==> config.mk <==
export PLATFORM = sky130hd
export DESIGN_NAME = lane_command_handshake_sequencer_unit
export DESIGN_NICKNAME = d
export VERILOG_FILES = /design/src/sv/lchs_pkg.sv /design/src/sv/lane_command_handshake_sequencer_unit.sv
export SDC_FILE = /design/constraint.sdc
export NUM_CORES = 1
export LEC_CHECK = 0
export ABC_AREA = 0
export BUFFER_PORTS_ARGS = -buffer_cell sky130_fd_sc_hd__buf_2
export CAP_MARGIN = 30
export CORE_MARGIN = 2
export CORE_UTILIZATION = 49
export CTS_BUF_LIST = sky130_fd_sc_hd__clkbuf_8
export DETAILED_ROUTE_END_ITERATION = 10
export PLACE_DENSITY = 0.78
export SYNTH_ARGS = -nofsm -noshare
export SYNTH_HDL_FRONTEND = slang
export SYNTH_SLANG_ARGS = --single-unit
==> constraint.sdc <==
create_clock -name clk -period 1.7 [get_ports clk]
set_input_delay 0.085 -clock clk [delete_from_list [all_inputs] [get_ports clk]]
set_output_delay 0.085 -clock clk [all_outputs]
set_load 0.1 [all_outputs]
==> src/sv/lchs_pkg.sv <==
// Shared constants for the lane command handshake sequencer.
// Holds command codes, lane control bit masks and beat field widths.
// No dependencies.
package lchs_pkg;

  localparam int unsigned IN_TDATA_W  = 24;
  localparam int unsigned OUT_TDATA_W = 40;
  localparam int unsigned CMD_W       = 8;
  localparam int unsigned SPD_W       = 6;
  localparam int unsigned CTRL_W      = 8;
  localparam int unsigned OVR_W       = 10;
  localparam int unsigned STAT_W      = 3;

  localparam logic [CMD_W-1:0] CMD_PU_TX       = 8'd1;
  localparam logic [CMD_W-1:0] CMD_PU_RX       = 8'd2;
  localparam logic [CMD_W-1:0] CMD_PU_ALL      = 8'd3;
  localparam logic [CMD_W-1:0] CMD_PD_TX       = 8'd4;
  localparam logic [CMD_W-1:0] CMD_PD_RX       = 8'd5;
  localparam logic [CMD_W-1:0] CMD_PD_BOTH     = 8'd6;
  localparam logic [CMD_W-1:0] CMD_SPD_TX      = 8'd7;
  localparam logic [CMD_W-1:0] CMD_SPD_RX      = 8'd8;
  localparam logic [CMD_W-1:0] CMD_SPD_BOTH    = 8'd9;
  localparam logic [CMD_W-1:0] CMD_RST_TX      = 8'd10;
  localparam logic [CMD_W-1:0] CMD_RST_RX      = 8'd11;
  localparam logic [CMD_W-1:0] CMD_RST_BOTH    = 8'd12;
  localparam logic [CMD_W-1:0] CMD_RX_INIT     = 8'd13;
  localparam logic [CMD_W-1:0] CMD_TX_TRAIN    = 8'd14;
  localparam logic [CMD_W-1:0] CMD_RX_TRAIN    = 8'd15;

  localparam logic [OVR_W-1:0] M_PU_TX  = 10'h001;
  localparam logic [OVR_W-1:0] M_PU_RX  = 10'h002;
  localparam logic [OVR_W-1:0] M_PU_PLL = 10'h004;
  localparam logic [OVR_W-1:0] M_RST_TX = 10'h008;
  localparam logic [OVR_W-1:0] M_RST_RX = 10'h010;
  localparam logic [OVR_W-1:0] M_RXINIT = 10'h020;
  localparam logic [OVR_W-1:0] M_TXTRN  = 10'h040;
  localparam logic [OVR_W-1:0] M_RXTRN  = 10'h080;
  localparam logic [OVR_W-1:0] M_GEN_TX = 10'h100;
  localparam logic [OVR_W-1:0] M_GEN_RX = 10'h200;

endpackage

==> src/sv/lane_command_handshake_sequencer_unit.sv <==
// Lane command handshake sequencer, top level.
// Uses lchs_pkg for command codes and control bit masks.
// Path: the input beat is captured in the input register, then the result in the state/result register.
// Throughput: one beat per cycle unless out_tready stalls; the state registers double as the result register.
// Reset: synchronous active-low rst_n clears the done flag, controls, overrides,
//   speeds, status and both valid flags.
module lane_command_handshake_sequencer_unit (
  input  logic                               clk,
  input  logic                               rst_n,
  input  logic                               in_tvalid,
  output logic                               in_tready,
  // command[7:0], speed_code[13:8], pll_ready_tx[14], pll_ready_rx[15],
  // rx_init_done[16], tx_train_complete[17], tx_train_failed[18],
  // tx_train_error[20:19], rx_train_complete[21], rx_train_failed[22], zero[23]
  input  logic [lchs_pkg::IN_TDATA_W-1:0]    in_tdata,
  output logic                               out_tvalid,
  input  logic                               out_tready,
  // lane_controls[7:0], override_mask[17:8], tx_speed[23:18], rx_speed[29:24],
  // local_status[32:30], command_done[33], zero[39:34]
  output logic [lchs_pkg::OUT_TDATA_W-1:0]   out_tdata
);
  import lchs_pkg::*;

  logic                  in_valid_r;
  logic [IN_TDATA_W-1:0] in_data_r;
  logic                  out_valid_r;
  logic                  adv;

  logic                  done_r, done_nxt;
  logic [CTRL_W-1:0]     ctrl_r, ctrl_nxt;
  logic [OVR_W-1:0]      ovr_r, ovr_nxt;
  logic [SPD_W-1:0]      tx_spd_r, tx_spd_nxt;
  logic [SPD_W-1:0]      rx_spd_r, rx_spd_nxt;
  logic [STAT_W-1:0]     stat_r, stat_nxt;

  logic [CMD_W-1:0]      cmd;
  logic [SPD_W-1:0]      spd;
  logic                  rtx, rrx, initd, txc, txf, rxc, rxf;
  logic [1:0]            txe;

  logic [OVR_W-1:0]      set_m, clr_m, ovr_m;
  logic                  ld_tx, ld_rx, cond, defined, hs_clr;

  assign adv       = in_valid_r && (!out_valid_r || out_tready);
  assign in_tready = !in_valid_r || adv;

  assign cmd   = in_data_r[7:0];
  assign spd   = in_data_r[13:8];
  assign rtx   = in_data_r[14];
  assign rrx   = in_data_r[15];
  assign initd = in_data_r[16];
  assign txc   = in_data_r[17];
  assign txf   = in_data_r[18];
  assign txe   = in_data_r[20:19];
  assign rxc   = in_data_r[21];
  assign rxf   = in_data_r[22];

  always_comb begin
    set_m    = '0;
    clr_m    = '0;
    ovr_m    = '0;
    ld_tx    = 1'b0;
    ld_rx    = 1'b0;
    cond     = 1'b0;
    defined  = 1'b1;
    hs_clr   = 1'b0;
    stat_nxt = stat_r;
    case (cmd)
      CMD_PU_TX: begin
        set_m = M_PU_TX; clr_m = M_RST_TX; ovr_m = M_PU_TX | M_GEN_TX | M_RST_TX;
        ld_tx = 1'b1; cond = rtx;
      end
      CMD_PU_RX: begin
        set_m = M_PU_RX; clr_m = M_RST_RX; ovr_m = M_PU_RX | M_GEN_RX | M_RST_RX;
        ld_rx = 1'b1; cond = rrx;
      end
      CMD_PU_ALL: begin
        set_m = M_PU_TX | M_PU_RX | M_PU_PLL;
        clr_m = M_RST_TX | M_RST_RX;
        ovr_m = M_PU_TX | M_PU_RX | M_PU_PLL | M_GEN_TX | M_GEN_RX | M_RST_TX | M_RST_RX;
        ld_tx = 1'b1; ld_rx = 1'b1; cond = rtx && rrx;
      end
      CMD_PD_TX: begin
        clr_m = M_PU_TX; ovr_m = M_PU_TX; cond = !rtx;
      end
      CMD_PD_RX: begin
        clr_m = M_PU_RX; ovr_m = M_PU_RX; cond = !rrx;
      end
      CMD_PD_BOTH: begin
        clr_m = M_PU_TX | M_PU_RX; ovr_m = M_PU_TX | M_PU_RX; cond = !rtx && !rrx;
      end
      CMD_SPD_TX: begin
        ovr_m = M_GEN_TX; ld_tx = 1'b1; cond = rtx;
      end
      CMD_SPD_RX: begin
        ovr_m = M_GEN_RX; ld_rx = 1'b1; cond = rrx;
      end
      CMD_SPD_BOTH: begin
        ovr_m = M_GEN_TX | M_GEN_RX; ld_tx = 1'b1; ld_rx = 1'b1; cond = rtx && rrx;
      end
      CMD_RST_TX: begin
        set_m = M_RST_TX; ovr_m = M_RST_TX; cond = !rtx;
      end
      CMD_RST_RX: begin
        set_m = M_RST_RX; ovr_m = M_RST_RX; cond = !rrx;
      end
      CMD_RST_BOTH: begin
        set_m = M_RST_TX | M_RST_RX; ovr_m = M_RST_TX | M_RST_RX; cond = !rtx && !rrx;
      end
      CMD_RX_INIT: begin
        cond = initd;
        if (done_r) begin
          set_m = M_RXINIT; ovr_m = M_RXINIT;
        end else if (initd) begin
          clr_m  = M_RXINIT;
          hs_clr = 1'b1;
        end
      end
      CMD_TX_TRAIN: begin
        cond = txc;
        if (done_r) begin
          set_m = M_TXTRN; ovr_m = M_TXTRN;
        end else if (txc) begin
          clr_m    = M_TXTRN;
          hs_clr   = 1'b1;
          stat_nxt = {txe, txf};
        end
      end
      CMD_RX_TRAIN: begin
        cond = rxc;
        if (done_r) begin
          set_m = M_RXTRN; ovr_m = M_RXTRN;
        end else if (rxc) begin
          clr_m    = M_RXTRN;
          hs_clr   = 1'b1;
          stat_nxt = {2'b00, rxf};
        end
      end
      default: begin
        defined = 1'b0;
      end
    endcase

    // apply command actions only when the previous handshake finished; otherwise wait for its completion condition
    ctrl_nxt   = ctrl_r;
    ovr_nxt    = ovr_r;
    tx_spd_nxt = tx_spd_r;
    rx_spd_nxt = rx_spd_r;
    done_nxt   = done_r;
    if (defined) begin
      if (done_r) begin
        ctrl_nxt = (ctrl_r | set_m[CTRL_W-1:0]) & ~clr_m[CTRL_W-1:0];
        ovr_nxt  = ovr_r | ovr_m;
        if (ld_tx) tx_spd_nxt = spd;
        if (ld_rx) rx_spd_nxt = spd;
        done_nxt = 1'b0;
      end else begin
        if (hs_clr) ctrl_nxt = ctrl_r & ~clr_m[CTRL_W-1:0];
        if (cond) done_nxt = 1'b1;
      end
    end
  end

  always_ff @(posedge clk) begin
    if (!rst_n) begin
      in_valid_r  <= 1'b0;
      out_valid_r <= 1'b0;
      done_r      <= 1'b0;
      ctrl_r      <= '0;
      ovr_r       <= '0;
      tx_spd_r    <= '0;
      rx_spd_r    <= '0;
      stat_r      <= '0;
    end else begin
      if (in_tready) begin
        in_valid_r <= in_tvalid;
      end
      if (adv) begin
        out_valid_r <= 1'b1;
        done_r      <= done_nxt;
        ctrl_r      <= ctrl_nxt;
        ovr_r       <= ovr_nxt;
        tx_spd_r    <= tx_spd_nxt;
        rx_spd_r    <= rx_spd_nxt;
        stat_r      <= stat_nxt;
      end else if (out_tready) begin
        out_valid_r <= 1'b0;
      end
    end
  end

  always_ff @(posedge clk) begin
    if (in_tready && in_tvalid) begin
      in_data_r <= in_tdata;
    end
  end

  assign out_tvalid = out_valid_r;
  assign out_tdata  = {6'b000000, done_r, stat_r, rx_spd_r, tx_spd_r, ovr_r, ctrl_r};

`ifndef ASSERT_OFF
  a_ovr_sticky: assert property (@(posedge clk) disable iff (!rst_n)
    $past(rst_n) |-> ((ovr_r & $past(ovr_r)) == $past(ovr_r)))
    else $error("override bit cleared");

  a_state_hold: assert property (@(posedge clk) disable iff (!rst_n)
    ($past(rst_n) && !$past(adv)) |-> ($stable(done_r) && $stable(ctrl_r) && $stable(stat_r)))
    else $error("state changed without a beat");

  a_done_defined: assert property (@(posedge clk) disable iff (!rst_n)
    (adv && !defined) |=> ($stable(done_r) && $stable(ovr_r)))
    else $error("undefined command changed state");
`endif

endmodule

==> results.toml <==
[routing]
vias_per_cell = 5.50
wirelength_um = 6370
first_pass_iters = 4
wl_per_cell_um = 15.0
wl_met3_um = 386
top_layer = "met4"
vias = 2336
wl_met2_um = 3150
final_antenna_net_count = 0
routedLengthMet1_um = 2700
drcViolationCount = 0
drt-initial-drc-count = 157

[logic_synthesis]
synthTopCellsByArea = "dfxtp_1 28%, edfxtp_1 27%, a21oi_1 5.0%, nand3_1 3.1%, o21ai_0 2.9%"
synth_cell_types = 55
synthArstFlopShare = 0
ys_seq_area_frac = 0.547
ys_warn_count = 0
synth_flop_cell = "dfxtp_1"
netlist_area_um2 = 2580
ys_seq_elements = 59
synthCells = 250
syn_avg_cell_area_um2 = 10.3
synth_edf_count = 23
synth_top_cell_area_share = 0.279
synth_area_leader_cell = "dfxtp_1"

[setup_path]
endpoint_kind = "flip-flop"
crit_path_start_kind = "flip-flop"
crit_slowest_cell = "or4_4"
worst_ep_required_time_ns = 1.93
cp.arrival_ns = 1.96
cp_max_fo = 5
rr_endpoint = "stat_r[1]$_SDFFE_PN0P_"
crit_family = "simple AND/OR/NAND/NOR gates"
path_cells = "or4_4 -> or3_4 -> o21ai_1 -> a21oi_1"
cp_num_buf_inv = 0
r2r_slack_ns = -0.03
cpPeakStageDelay_ns = 0.60
worstSetupPathType = "flip-flop to flip-flop"
r2r_cells = 4
r2r-start = "in_data_r[6]$_DFFE_PP_"

[status]
status = "finished, violations left"
violations = "negative setup slack"

[grt]
grt-ovfl-total = 0
grt_max_degree = 24
grt_pass1_vias = 2288
grt_pass1_wl_um = 10500
grtUsageTotal = 0.226
antenna_found_initial = 0

[cts]
cts_sinks = 59
path_clk_slew_ns = 0.07
cts_buffers = 9
root_buffer = "clkbuf_8"
cts_tree = "yes"
worstSkewPairLatency_ns = 0.34
cts_htree_levels = 3
clk_path_buf_depth = 2

[floorplanning]
die_h_um = 76.6
row_count = 26
core_area_um2 = 5110
num_io_pins = 70
die-area_um2 = 5860
dieWidth_um = 76.6
start_util = 0.505

[sta]
fin_setup_tns_ns = -0.108
hold_viol_final = 0
slew_viol_final = 0
max_freq_mhz = 577
layout_setup_ws_ns = -0.0323
grt_setup_unrepaired = "true"
fin_crit_sh = 1.02
min_period_ns = 1.73
setup_viol = 4
clock_skew_ns = 0.00840

[min_path]
worstHoldEndpoint = "ovr_r[5]$_SDFFE_PN0P_"
hold_class = "input pin to flip-flop"
hold_path.startpoint = "rst_n"
holdPathStages = 2

[cells_and_area]
final_area_um2 = 3570
instances_no_fill = 425
final_common_cell = "buf_2"
final_nets = 378
layout_common_cells = "62 x buf_2, 35 x dfxtp_1, 25 x a21oi_1"
area_growth_pct = 38.2
antenna_cells = 0
nFillCells = 386
drive_gt1_frac = 0.352

[power]
ir_drop_uv = 659
finalPower_mw = 3.14
power_density_nw_per_um2 = 880
power_leakage_nw = 1.47

[place]
hpwl_um = 4260
numPortBuffers = 62
pre_cts_ws_ns = -0.119
placed_area_um2 = 3010
post-place-cells = 380
gp_congestion = 0.860

[flow_run]
maxCapViolCount = 0
sequential cells by signal, indices dropped and copies added, names as in the netlist:
register    flops
ctrl_r          8
done_r          1
in_data_r      23
in_valid_r      1
out_tvalid      1
ovr_r          10
rx_spd_r        6
stat_r          3
tx_spd_r        6
synthesized netlist by cell type (all sizes together), types with 2 or more instances:
library cell / count
dfxtp: 36
a21oi: 26
edfxtp: 23
o21ai: 17
nand3: 16
buf: 14
nor2: 14
clkbuf: 10
nand4: 9
o21a: 8
nor3: 7
inv: 6
nand2: 6
nand2b: 5
and4: 4
o221a: 4
and2: 3
and3: 3
and3b: 3
nor2b: 3
a211oi: 2
mux2: 2
nor4: 2
o21bai: 2
or3: 2
or4: 2
xnor2: 2
how the worst max path moves through the flow:
stage                                       from                     end  slack [ns]  cells past startpoint
after floorplan           in_data_r[5]$_DFFE_PP_  ctrl_r[0]$_SDFFE_PN0P_       0.003                      4
after global placement    in_data_r[5]$_DFFE_PP_  stat_r[1]$_SDFFE_PN0P_       -0.03                      4
after detailed placement  in_data_r[0]$_DFFE_PP_  stat_r[0]$_SDFFE_PN0P_       -0.12                      4
after CTS                 in_data_r[6]$_DFFE_PP_  stat_r[1]$_SDFFE_PN0P_       -0.02                      4
after global routing      in_data_r[6]$_DFFE_PP_  stat_r[2]$_SDFFE_PN0P_       -0.10                      4
final                     in_data_r[6]$_DFFE_PP_  stat_r[1]$_SDFFE_PN0P_       -0.03                      4
final cells by class:
cell class | count | area (µm²) | area share
Clock buffer | 10 | 138 | 0.0386
Clock inverter | 6 | 56.3 | 0.0158
Inverter | 6 | 26.3 | 0.00737
Multi-Input combinational cell | 166 | 1120 | 0.313
Sequential cell | 59 | 1420 | 0.397
Tap cell | 70 | 87.6 | 0.0246
Timing Repair Buffer | 108 | 727 | 0.204
stage by stage:
stage,util,hold WS (ns)
5_1_grt,0.698,0.134
3_3_place_gp,0.590,0.261
3_5_place_dp,0.590,0.263
2_1_floorplan,-,0.184
4_1_cts,0.687,0.0895
6_report,0.698,0.105
cell families after synthesis:
| kind of cell | count (synthesis) | share of synthesized area |
|---|---|---|
| XOR/XNOR | 3 | 0.0102 |
| other | 1 | 0.00145 |
| buffers and inverters | 30 | 0.0577 |
| AND/OR/NAND/NOR | 83 | 0.191 |
| AO/OA/AOI/OAI | 71 | 0.180 |
| flip-flops | 59 | 0.547 |
| multiplexers | 3 | 0.0126 |
routing by layer:
layer,track usage,up-vias
li1,-,1126
met1,0.279,1094
met2,0.365,102
met3,0.0664,14
met4,0.107,0
met5,0,-
report_power, final:
part           internal (mW)  switching, mW
combinational          0.129          0.214
sequential              1.51         0.0263
clock                  0.703          0.556
timing repair:
action | 4_1_cts | 5_1_grt
buffers inserted | 4 | 1
endpoints found under the setup margin | 11 | 21
cloned | 0 | 0
gates resized for setup | 7 | 14
hold buffers | 24 | 0
pin swaps | 5 | 3
endpoints found under the hold margin | 24 | 0
(Power assumes the default switching activity.)
